File: src/rtl/core/mecanum_wheel_mixer_macros.svh
// assertion macros for the mecanum wheel mixer
// included by the top level; depends on nothing else
`ifndef MECANUM_WHEEL_MIXER_MACROS_SVH
`define MECANUM_WHEEL_MIXER_MACROS_SVH

`ifndef SYNTHESIS
// clocked property, switched off while reset is high
`define MWM_ASSERT(label, clk, rst, prop, msg) \
  label: assert property (@(posedge clk) disable iff (rst) prop) else $error(msg);
// clocked property, also checked through reset
`define MWM_ASSERT_ALWAYS(label, clk, prop, msg) \
  label: assert property (@(posedge clk) prop) else $error(msg);
`else
`define MWM_ASSERT(label, clk, rst, prop, msg)
`define MWM_ASSERT_ALWAYS(label, clk, prop, msg)
`endif

`endif

File: src/rtl/core/mwm_pkg.sv
// shared types and constants of the mecanum wheel mixer
// used by mwm_mix, mwm_lane and mecanum_wheel_mixer; depends on nothing
package mwm_pkg;

  localparam int DUTY_W     = 16;
  localparam int LIM_W      = 15;
  localparam int NUM_WHEELS = 4;
  // one quotient bit per divider stage
  localparam int STEPS      = LIM_W;
  localparam int PROD_W     = DUTY_W + LIM_W;
  // mix, max, multiply, divider steps, output select
  localparam int PIPE_DEPTH = 3 + STEPS + 1;

  // register indexes (byte address bit 2)
  localparam logic REG_DUTY_LIMIT = 1'b0;
  localparam logic REG_NORM_EN    = 1'b1;

  localparam logic [LIM_W-1:0] DUTY_LIMIT_RST = 15'h7FFF;

  typedef logic signed [DUTY_W-1:0] duty_t;
  typedef logic        [DUTY_W-1:0] mag_t;

  typedef struct packed {
    logic [LIM_W-1:0] lim;
    logic             en;
  } cfg_t;

  typedef struct packed {
    duty_t [NUM_WHEELS-1:0] duty;
    mag_t  [NUM_WHEELS-1:0] mag;
    mag_t                   mx;
  } mix_t;

endpackage

File: src/rtl/core/mwm_mix.sv
// front end: wheel mix with saturation, then magnitudes and their maximum
// two register stages; depends on mwm_pkg
module mwm_mix (
  input  logic                 clk,
  input  logic                 adv,
  input  mwm_pkg::duty_t       vel_x,
  input  mwm_pkg::duty_t       vel_y,
  input  mwm_pkg::duty_t       yaw_rate,
  output mwm_pkg::mix_t        mix
);

  function automatic mwm_pkg::duty_t sat16(input logic signed [17:0] s);
    if (s > 18'sd32767) begin
      return 16'sh7FFF;
    end else if (s < -18'sd32768) begin
      return 16'sh8000;
    end else begin
      return s[15:0];
    end
  endfunction

  logic signed [17:0] vx, vy, wz;
  mwm_pkg::duty_t [mwm_pkg::NUM_WHEELS-1:0] duty;
  mwm_pkg::mag_t  [mwm_pkg::NUM_WHEELS-1:0] mag_c;
  mwm_pkg::mag_t  max01, max23, mx_c;

  assign vx = 18'(vel_x);
  assign vy = 18'(vel_y);
  assign wz = 18'(yaw_rate);

  // stage 1: exact sums, saturated to 16 bits
  always_ff @(posedge clk) begin
    if (adv) begin
      duty[0] <= sat16(vx - vy - wz);
      duty[1] <= sat16(vx + vy + wz);
      duty[2] <= sat16(vx - vy + wz);
      duty[3] <= sat16(vx + vy - wz);
    end
  end

  // magnitudes; the most negative duty gives 32768, which still fits
  always_comb begin
    for (int i = 0; i < mwm_pkg::NUM_WHEELS; i++) begin
      mag_c[i] = duty[i][15] ? mwm_pkg::mag_t'(-duty[i]) : mwm_pkg::mag_t'(duty[i]);
    end
    max01 = (mag_c[1] > mag_c[0]) ? mag_c[1] : mag_c[0];
    max23 = (mag_c[3] > mag_c[2]) ? mag_c[3] : mag_c[2];
    mx_c  = (max23 > max01) ? max23 : max01;
  end

  // stage 2: duties, magnitudes and largest magnitude
  always_ff @(posedge clk) begin
    if (adv) begin
      mix.duty <= duty;
      mix.mag  <= mag_c;
      mix.mx   <= mx_c;
    end
  end

endmodule

File: config.mk
export PLATFORM = sky130hd
export DESIGN_NAME = mwm_mix
export DESIGN_NICKNAME = d
export VERILOG_FILES = /design/src/rtl/core/mecanum_wheel_mixer_macros.svh /design/src/rtl/core/mwm_pkg.sv /design/src/rtl/core/mwm_mix.sv
export SDC_FILE = /design/constraint.sdc
export NUM_CORES = 1
export LEC_CHECK = 0
export BUFFER_PORTS_ARGS = -buffer_cell sky130_fd_sc_hd__buf_2
export CAP_MARGIN = 25
export CORE_MARGIN = 10
export CORE_UTILIZATION = 25
export CTS_BUF_LIST = sky130_fd_sc_hd__clkbuf_8
export DETAILED_ROUTE_END_ITERATION = 10
export GPL_TIMING_DRIVEN = 0
export PLACE_DENSITY_LB_ADDON = 0.05
export SLEW_MARGIN = 10
export SYNTH_ARGS = -nofsm -noshare
export SYNTH_HDL_FRONTEND = slang
export SYNTH_SLANG_ARGS = --single-unit
File: constraint.sdc
create_clock -name clk -period 10.7 [get_ports clk]
set_input_delay 0.535 -clock clk [delete_from_list [all_inputs] [get_ports clk]]
set_output_delay 0.535 -clock clk [all_outputs]
set_load 0.005 [all_outputs]
==> flow_metrics.env <==
export IMPL_routed_via_density=4.618
export IMPL_syn_avg_cell_area_um2=10.17
export IMPL_hold_start="adv"
export IMPL_ctsHoldBuffers=0
export IMPL_worst_slew_pin_slew_ns=1.042
export IMPL_cp_cell_sequence="inv_1, ha_1, or4b_2, or3_1, o31ai_1, xor2_1, ha_1, and4_1, and3_1, a41oi_1, a21bo_2, buf_2, a21oi_1, ha_1, nand4_1, nor3_1, o21ai_0, o211a_1, o21ai_1, nand2_1, a21oi_2, clkbuf_1, nand2_1, o221ai_1"
export IMPL_dp_hpwl_um=42220
export IMPL_hold_slack_ns=0.4235
export IMPL_numCtsBuffers=36
export IMPL_first_global_vias=11665
export IMPL_die_area_um2=67800
export IMPL_wire_per_inst_um=20.84
export IMPL_hold_viol_final=0
export IMPL_grt_usage=0.1464
export IMPL_critical_path_class="register to register"
export IMPL_path_delay_family="compound AO/OA/AOI/OAI gates"
export IMPL_max_cap_viol_count=0
export IMPL_synthArstFlopShare=0
export IMPL_syn2layout_area_growth_pct=18.50
export IMPL_cts_resized=0
export IMPL_ys_types=85
export IMPL_power_uw=5181
export IMPL_yosysWarnings=0
export IMPL_grt_pass1_wl_um=74740
export IMPL_postRouteAntennaNets=0
export IMPL_overflow=0
export IMPL_drt_initial_drc_count=496
export IMPL_syn_inst=1420
export IMPL_fp_coreArea_um2=57480
export IMPL_setup_viol=0
export IMPL_initial_core_util=0.2513
export IMPL_h_tree_depth=2
export IMPL_synth_area_um2=14450
export IMPL_vias=11282
export IMPL_min_period_over_period=0.6926
export IMPL_synth_main_ff_cell="edfxtp_1"
export IMPL_status="finished clean"
export IMPL_cellLeakagePower_uw=0.006979
export IMPL_fmax_mhz=134.9
export IMPL_worstPathRequired_ns=11.06
export IMPL_critPathMaxFanout=10
export IMPL_antenna_found_initial=1
export IMPL_slowest_stage="xor2_1"
export IMPL_path_buf_inv=3
export IMPL_crit_arrival_ns=7.77
export IMPL_fin_crit_ns=7.411
export IMPL_yosys_area_top_type="edfxtp_1"
export IMPL_die_h_um=260.4
export IMPL_slew_violations=0
export IMPL_cts_setup_buffers=0
export IMPL_setup_tns_ns=0
export IMPL_synth_edf_count=204
export IMPL_relSlewSlack=0.2962
export IMPL_cts_tree="yes"
export IMPL_rsz0062_at_grt="no"
export IMPL_cts_sinks=204
export IMPL_synth_common_cells="204 x edfxtp_1, 149 x ha_1, 120 x inv_1"
export IMPL_portBuffers=193
export IMPL_endpoint_kind="register"
export IMPL_fin_skew_ns=0.01574
export IMPL_io_pins=194
export IMPL_finalCoreUtilization=0.2978
export IMPL_yosys_cell_count_top_type="edfxtp_1"
export IMPL_die_x_um=260.4
export IMPL_drive_above_1_share=0.1699
export IMPL_ir_worst_vdd_mv=0.1370
export IMPL_clk_latency_ns=0.54
export IMPL_max_stage_delay_ns=0.66
export IMPL_synth_area_top_cells="edfxtp_1 42%, ha_1 13%, xnor2_1 5.6%"
export IMPL_power_density_nw_per_um2=302.6
export IMPL_nets=1860
export IMPL_synth_top_area_frac=0.4240
export IMPL_drc=0
export IMPL_r2r_start="duty[32]$_SDFFCE_PN1P_"
export IMPL_grt_start_max_net_pins=89
export IMPL_cts_root_buf="clkbuf_8"
export IMPL_num_rows=88
export IMPL_cp_startpoint="duty[32]$_SDFFCE_PN1P_"
export IMPL_cts_clk_slew_worst_paths_ns=0.06
export IMPL_gp_congestion=0.8506
export IMPL_yosys_register_bits=204
export IMPL_seq_area_frac_synth=0.4240
export IMPL_worstSetupStartpointType="register"
export IMPL_wl_um=50910
export IMPL_synthesis_nets=1625
export IMPL_dr_pass1_iters=5
export IMPL_cpMostUsedCell="ha_1"
export IMPL_cts_buffer_depth=3
export IMPL_hold_path_class="input pin to register"
## layout make-up
class | count | area [um2]
plain buffers | 53 | 236.5
flip-flops and latches | 204 | 6126
inverters | 120 | 450.4
fillers | 6133 | 40360
repair buffers | 197 | 1049
well taps | 765 | 957.2
multi-input cells | 1043 | 7634
clock inverters | 23 | 155.1
diodes | 1 | 2.502
clock buffers | 37 | 509.2
## cell families (layout without fill, tap and decap cells)
| logic type | Yosys count | count (layout) | synth area share |
|---|---|---|---|
| AOI/OAI and AO/OA | 373 | 373 | 0.1685 |
| and+or+nand+nor | 365 | 365 | 0.1291 |
| DFF | 204 | 204 | 0.4240 |
| buffers and inverters | 173 | 430 | 0.04755 |
| adders and majority gates | 157 | 157 | 0.1388 |
| xor gates and xnor gates | 129 | 129 | 0.07873 |
| muxes | 19 | 19 | 0.01325 |
| other | 0 | 1 | 0 |
## placed cells by master (no fill, tap or decap), types with 13 or more instances in the layout
cell | netlist | layout
xor2_1 | 35 | 35
clkbuf_1 | 39 | 39
a21oi_1 | 85 | 85
o31ai_1 | 26 | 26
a211oi_1 | 13 | 13
o21bai_1 | 15 | 15
nor3_1 | 25 | 25
nor2_1 | 101 | 101
or3_1 | 18 | 18
ha_1 | 149 | 149
o211ai_1 | 17 | 17
nor2b_1 | 26 | 26
nand2_1 | 81 | 81
nand2b_1 | 23 | 23
buf_2 | 6 | 199
xnor2_1 | 93 | 93
a21o_1 | 16 | 16
o21ai_0 | 111 | 111
mux2i_1 | 18 | 18
edfxtp_1 | 204 | 204
nand3_1 | 14 | 14
inv_1 | 120 | 128
clkbuf_8 | 0 | 37
## where the power goes
group	leakage [uW]	switching, uW	internal (uW)	total [uW]
sequential	0.00201	198	1310	1500
combinational	0.00461	1860	1120	2980
clock	0.000362	329	369	698
total	0.00698	2390	2800	5180
## per-stage QoR
| stage | area, um2 | setup slack, ns | std cells |
|---|---|---|---|
| after global routing | 17120 | 2.794 | 2443 |
| after global placement | 16370 | 3.316 | 2378 |
| after detailed placement | 16440 | 3.283 | 2381 |
| final | 17120 | 3.289 | 2443 |
| after floorplan | 14450 | 4.879 | 1420 |
| after CTS | 17100 | 3.276 | 2441 |
## worst reg2reg max path: stages (launching register included)
cell      delay (ns)
edfxtp_1        0.53
inv_1           0.11
ha_1            0.18
or4b_2          0.65
or3_1           0.36
o31ai_1         0.24
xor2_1          0.67
ha_1            0.37
and4_1          0.19
and3_1          0.22
a41oi_1         0.33
a21bo_2         0.23
buf_2           0.24
a21oi_1         0.11
ha_1            0.35
nand4_1         0.12
nor3_1          0.27
o21ai_0         0.15
o211a_1         0.25
o21ai_1         0.49
nand2_1         0.13
a21oi_2         0.29
clkbuf_1        0.48
nand2_1         0.16
o221ai_1        0.13
## state kept, by name, summed over array words and instances, names as in the netlist
name / count
duty: 64
mix: 140
## layer usage
metal,track usage,part of all wire,routed length (um)
met3,0.01594,0.031,1570
met5,0,0,0
met1,0.1857,0.45,23030
met4,0.03633,0.019,985
met2,0.2604,0.50,25320
## worst paths after layout
kind / to / slack [ns] / depth (start not counted)
worst max-delay path: mix[14]$_DFFE_PP_ / 3.29 / 24
worst min-delay path: mix[131]$_DFFE_PP_ / 0.42 / 1
worst max register to register: mix[14]$_DFFE_PP_ / 3.29 / 24
worst min register to register: mix[126]$_DFFE_PP_ / 0.49 / 0
Power figures use the tool's default switching activity.
