$ cat config.mk
export PLATFORM = sky130hd
export DESIGN_NAME = mwm_lane
export DESIGN_NICKNAME = d
export VERILOG_FILES = /design/src/rtl/core/mecanum_wheel_mixer_macros.svh /design/src/rtl/core/mwm_pkg.sv /design/src/rtl/core/mwm_lane.sv
export SDC_FILE = /design/constraint.sdc
export NUM_CORES = 2
export LEC_CHECK = 0
export ABC_AREA = 1
export BUFFER_PORTS_ARGS = -buffer_cell sky130_fd_sc_hd__buf_2
export CAP_MARGIN = 25
export CORE_MARGIN = 8
export CORE_UTILIZATION = 51
export CTS_BUF_LIST = sky130_fd_sc_hd__clkbuf_16
export DETAILED_ROUTE_END_ITERATION = 16
export GPL_TIMING_DRIVEN = 0
export HOLD_SLACK_MARGIN = 0.15
export PLACE_DENSITY_LB_ADDON = 0.15
export SETUP_SLACK_MARGIN = 0.3
export SLEW_MARGIN = 20
export SYNTH_ARGS = -nofsm -noshare
export SYNTH_HDL_FRONTEND = slang
export SYNTH_SLANG_ARGS = --single-unit
export TNS_END_PERCENT = 100
$ cat constraint.sdc
create_clock -name clk -period 7.76 [get_ports clk]
set_input_delay 1.552 -clock clk [delete_from_list [all_inputs] [get_ports clk]]
set_output_delay 1.552 -clock clk [all_outputs]
set_load 0.005 [all_outputs]
$ cat src/rtl/core/mecanum_wheel_mixer_macros.svh
// assertion macros for the mecanum wheel mixer
// included by the top level; depends on nothing else
`ifndef MECANUM_WHEEL_MIXER_MACROS_SVH
`define MECANUM_WHEEL_MIXER_MACROS_SVH

`ifndef SYNTHESIS
// clocked property, switched off while reset is high
`define MWM_ASSERT(label, clk, rst, prop, msg) \
  label: assert property (@(posedge clk) disable iff (rst) prop) else $error(msg);
// clocked property, also checked through reset
`define MWM_ASSERT_ALWAYS(label, clk, prop, msg) \
  label: assert property (@(posedge clk) prop) else $error(msg);
`else
`define MWM_ASSERT(label, clk, rst, prop, msg)
`define MWM_ASSERT_ALWAYS(label, clk, prop, msg)
`endif

`endif

$ cat src/rtl/core/mwm_pkg.sv
// shared types and constants of the mecanum wheel mixer
// used by mwm_mix, mwm_lane and mecanum_wheel_mixer; depends on nothing
package mwm_pkg;

  localparam int DUTY_W     = 16;
  localparam int LIM_W      = 15;
  localparam int NUM_WHEELS = 4;
  // one quotient bit per divider stage
  localparam int STEPS      = LIM_W;
  localparam int PROD_W     = DUTY_W + LIM_W;
  // mix, max, multiply, divider steps, output select
  localparam int PIPE_DEPTH = 3 + STEPS + 1;

  // register indexes (byte address bit 2)
  localparam logic REG_DUTY_LIMIT = 1'b0;
  localparam logic REG_NORM_EN    = 1'b1;

  localparam logic [LIM_W-1:0] DUTY_LIMIT_RST = 15'h7FFF;

  typedef logic signed [DUTY_W-1:0] duty_t;
  typedef logic        [DUTY_W-1:0] mag_t;

  typedef struct packed {
    logic [LIM_W-1:0] lim;
    logic             en;
  } cfg_t;

  typedef struct packed {
    duty_t [NUM_WHEELS-1:0] duty;
    mag_t  [NUM_WHEELS-1:0] mag;
    mag_t                   mx;
  } mix_t;

endpackage

$ cat src/rtl/core/mwm_lane.sv
// one wheel lane: scale decision, multiply by the limit, restoring divide
// by the largest magnitude one bit a stage, then sign and select; uses mwm_pkg
module mwm_lane (
  input  logic           clk,
  input  logic           adv,
  input  mwm_pkg::cfg_t  cfg,
  input  mwm_pkg::duty_t duty,
  input  mwm_pkg::mag_t  mag,
  input  mwm_pkg::mag_t  mx,
  output mwm_pkg::duty_t result
);

  localparam int S = mwm_pkg::STEPS;

  logic [mwm_pkg::DUTY_W-1:0] rem  [0:S];
  logic [S-1:0]               low  [0:S];
  logic [S-1:0]               quo  [0:S];
  mwm_pkg::mag_t              dvs  [0:S];
  mwm_pkg::duty_t             dty  [0:S];
  logic                       scl  [0:S];
  logic [mwm_pkg::DUTY_W:0]   qext;

  // multiply stage: product splits into the first partial remainder and
  // the dividend bits still to come
  always_ff @(posedge clk) begin
    if (adv) begin
      {rem[0], low[0]} <= mwm_pkg::PROD_W'(mag) * mwm_pkg::PROD_W'(cfg.lim);
      quo[0] <= '0;
      dvs[0] <= mx;
      dty[0] <= duty;
      scl[0] <= cfg.en && (cfg.lim != '0) && (mx > mwm_pkg::mag_t'(cfg.lim));
    end
  end

  // divider stages, one quotient bit each
  for (genvar k = 1; k <= S; k++) begin : g_step
    logic [mwm_pkg::DUTY_W:0] trial;
    logic [mwm_pkg::DUTY_W:0] diff;
    logic                     ge;

    assign trial = {rem[k-1], low[k-1][S-1]};
    assign diff  = trial - (mwm_pkg::DUTY_W+1)'(dvs[k-1]);
    assign ge    = trial >= (mwm_pkg::DUTY_W+1)'(dvs[k-1]);

    always_ff @(posedge clk) begin
      if (adv) begin
        rem[k] <= ge ? diff[mwm_pkg::DUTY_W-1:0] : trial[mwm_pkg::DUTY_W-1:0];
        low[k] <= {low[k-1][S-2:0], 1'b0};
        quo[k] <= {quo[k-1][S-2:0], ge};
        dvs[k] <= dvs[k-1];
        dty[k] <= dty[k-1];
        scl[k] <= scl[k-1];
      end
    end
  end

  // quotient magnitude takes the duty's sign, truncating toward zero
  assign qext = (mwm_pkg::DUTY_W+1)'(quo[S]);

  always_ff @(posedge clk) begin
    if (adv) begin
      if (scl[S]) begin
        result <= dty[S][mwm_pkg::DUTY_W-1] ? mwm_pkg::duty_t'(-qext)
                                            : mwm_pkg::duty_t'(qext);
      end else begin
        result <= dty[S];
      end
    end
  end

endmodule

==> flow_summary.ini <==
[power]
combPwrFrac_pct = 50.5
p_sw_share_pct = 43.1
vdd.ir_drop.worst_mv = 0.315
net-switching-power_uw = 11500
p_leak_uw = 0.0323
seq_power_share_pct = 31.4
clkPwrFrac_pct = 18.2
power.density_nw_per_um2 = 409
p_int_uw = 15100

[die]
start_util_pct = 51.2
fp-row-count = 125
die_w_um = 356
die_area_um2 = 127000
ios = 82
die_y_um = 356
coreArea_um2 = 116000

[setup_path]
cp-start-kind = primary input
timing.rr.start = dvs[0][126]
path_class = in2reg
cp-end-kind = flip-flop
crit_path_start = cfg[8]
cp_data_arrival_time_ns = 7.57
worstPathRequired_ns = 8.15
ff2ff_path_depth = 10
cp_max_fo = 10

[clock_tree]
cts_tree = done
htreeDepth = 3
post_cts_buffers = 0
cts_inserted_buffers = 105
ctsRootBufferMaster = clkbuf_16
cts_resized = 0
cts_buffer_depth = 3
worstSkewPairLatency_ns = 0.71
holdBufCountCts = 0
cts.clk_slew.worst_paths_ns = 0.06
clock-sinks = 1008

[sta]
worst_pin_slew_ns = 0.827
grt_setup_unrepaired = false
skew_ns = 0.0911
finalSetupViolations = 0
fin_ws_ns = 0.582
drv_slew = 0
fin_crit_sh_pct = 92.5
period_needed_ns = 7.18
max_freq_ghz = 0.139
slew_headroom_pct = 44.9
hold_viol_final = 0

[drt]
first_pass_iters = 6
via_count = 40200
drt_iter0_markers = 2490
vias_per_cell = 4.93
ant_nets = 0
drc_errors = 0
routed_wirelength_um = 129000
wl_per_cell_um = 15.8

[cells_and_area]
fill_cells = 10300
fin_cells = 8154
nets = 7148
area_delta_synth_final_pct = 9.92
final_util_pct = 56.2
drive_above_1_share_pct = 6.04

[global_routing]
grt_max_degree = 150
grt_remaining_overflow = 0
track_usage_pct = 20.4
antenna_found_initial = 1
first_global_vias = 39600
grt_pass1_wl_um = 208000

[synthesis]
yosys-top-cells-area = edfxtp_1, nand2_1, inv_1, ha_1, fa_1
ys_ff_latch = 1008
yosysUniqueCellTypes = 46
syn_area_per_cell_um2 = 9.30
yosysSeqAreaShare_pct = 51.2
synthArstFlopShare_pct = 0
synth_top_area_share_pct = 51.2
yosys.area.top_type = edfxtp_1
ys_warn_count = 0
syn_nets = 6967
syn_inst = 6356
synth_edf_count = 1008
yosys_most_used_dff = edfxtp_1
syn_area_um2 = 59100

[place]
place_congestion = 0.905
hpwl_um = 100000
post-place-ws_ns = -0.0129
port_buffers = 67
placed_cells = 7954

[flow_run]
drv_cap = 0

[hold_path]
hold_class = reg2reg
worstHoldStart = low[199]
min_delay_path_depth = 0

[status]
status = completed
metal layers:
layer / GRT usage (%) / vias up / share of wire [%]
met5: 0 / - / 0
met4: 5.63 / 0 / 2.4
met3: 2.32 / 196 / 3.9
met2: 36.0 / 745 / 49
met1: 26.5 / 18800 / 44
li1: - / 20500 / -
critical path, cell delays in order:
cell,delay [ns]
clkbuf_1,0.60
clkbuf_1,0.62
nand2_1,0.16
fa_1,0.56
fa_1,0.45
fa_1,0.49
inv_1,0.05
fa_1,0.50
fa_1,0.58
inv_1,0.07
fa_1,0.53
inv_1,0.04
ha_1,0.35
nand2_1,0.14
inv_1,0.09
a21oi_1,0.24
nand3_1,0.22
nand3_1,0.15
nand2_1,0.06
nand2_1,0.05
nand2_1,0.04
final timing paths:
check,end,slack (ns)
setup / recovery,g_step[1].trial[8],0.58
hold / removal,low[185],0.36
setup reg to reg,g_step[9].trial[8],5.27
hold reg to reg,low[185],0.36
power by group through the flow:
stage / Combinational [uW] / Sequential [uW] / Clock (uW)
after floorplan: 10000 / 8150 / 0
after global placement: 13400 / 8630 / 0
after detailed placement: 13500 / 8470 / 0
after CTS: 13600 / 8370 / 4990
after global routing: 15500 / 8450 / 5190
final: 13400 / 8350 / 4830
state kept, by name, summed over array words and instances, names as in the netlist:
name and flops:
dty 256, dvs 240, g_step.trial 255, low 105, quo 120, result 16
scl 16
synth_stat cells, types with 4 or more instances:
master	instances
clkbuf_2	10
inv_1	1327
buf_2	20
edfxtp_1	1008
nand2_1	2141
nand3_1	389
nand3b_1	30
and2_1	5
fa_1	194
o21bai_1	8
nor2_1	228
nand3_2	17
a21oi_1	158
buf_1	4
inv_2	10
nand2_2	17
o21a_1	9
xnor2_1	39
buf_4	4
and3_1	5
o21ai_0	32
clkbuf_1	47
nor3_1	57
ha_1	351
nand2_4	15
buf_6	16
nor2_2	14
or2_2	17
xor2_1	76
o21ai_2	4
nand4_1	67
nor2_4	9
kinds of logic (layout without fill, tap and decap cells):
kind of cell             after synthesis  count (layout)  share of synthesized area (%)
AO/OA/AOI/OAI                        218             218                           1.97
XOR/XNOR                             115             115                           1.70
adder cells (fa/ha/maj)              545             545                           14.0
buffers and inverters               1442            1713                           9.53
flip-flops                          1008            1008                           51.2
other                                  0               3                              0
AND/OR/NAND/NOR                     3028            3028                           21.6
cells in the final DEF (no fill, tap or decap), types with 14 or more instances in the layout:
master / synthesis / layout
a21oi_1: 158 / 158
buf_2: 20 / 86
buf_6: 16 / 16
clkbuf_1: 47 / 47
clkbuf_16: 0 / 105
clkinv_1: 0 / 17
clkinv_2: 0 / 22
edfxtp_1: 1008 / 1008
fa_1: 194 / 194
ha_1: 351 / 351
inv_1: 1327 / 1350
nand2_1: 2141 / 2141
nand2_2: 17 / 17
nand2_4: 15 / 15
nand3_1: 389 / 389
nand3_2: 17 / 17
nand3b_1: 30 / 30
nand4_1: 67 / 67
nor2_1: 228 / 228
nor2_2: 14 / 14
nor3_1: 57 / 57
o21ai_0: 32 / 32
or2_2: 17 / 17
xnor2_1: 39 / 39
xor2_1: 76 / 76
per-stage QoR:
| step | area, um2 | power, uW | setup TNS, ns | hold WS [ns] |
|---|---|---|---|---|
| 6_report | 65000 | 26600 | 0 | 0.361 |
| 5_1_grt | 65000 | 29100 | 0 | 0.378 |
| 4_1_cts | 65000 | 26900 | 0 | 0.359 |
| 3_5_place_dp | 61600 | 21900 | -0.0129 | 0.405 |
| 3_3_place_gp | 61400 | 22000 | - | 0.400 |
| 2_1_floorplan | 59100 | 18200 | 0 | 0.400 |
area by class of cell:
type                    count  area (um2)  area share, %
diodes                      3        7.51         0.0116
clock inverters            92         779           1.20
well taps                1524        1910           2.93
clock buffers             105        2630           4.04
flip-flops and latches   1008       30300           46.6
repair buffers             74         543          0.836
multi-input cells        3906       23200           35.7
inverters                1337        5020           7.72
plain buffers             105         617          0.949
Power figures use the tool's default switching activity.
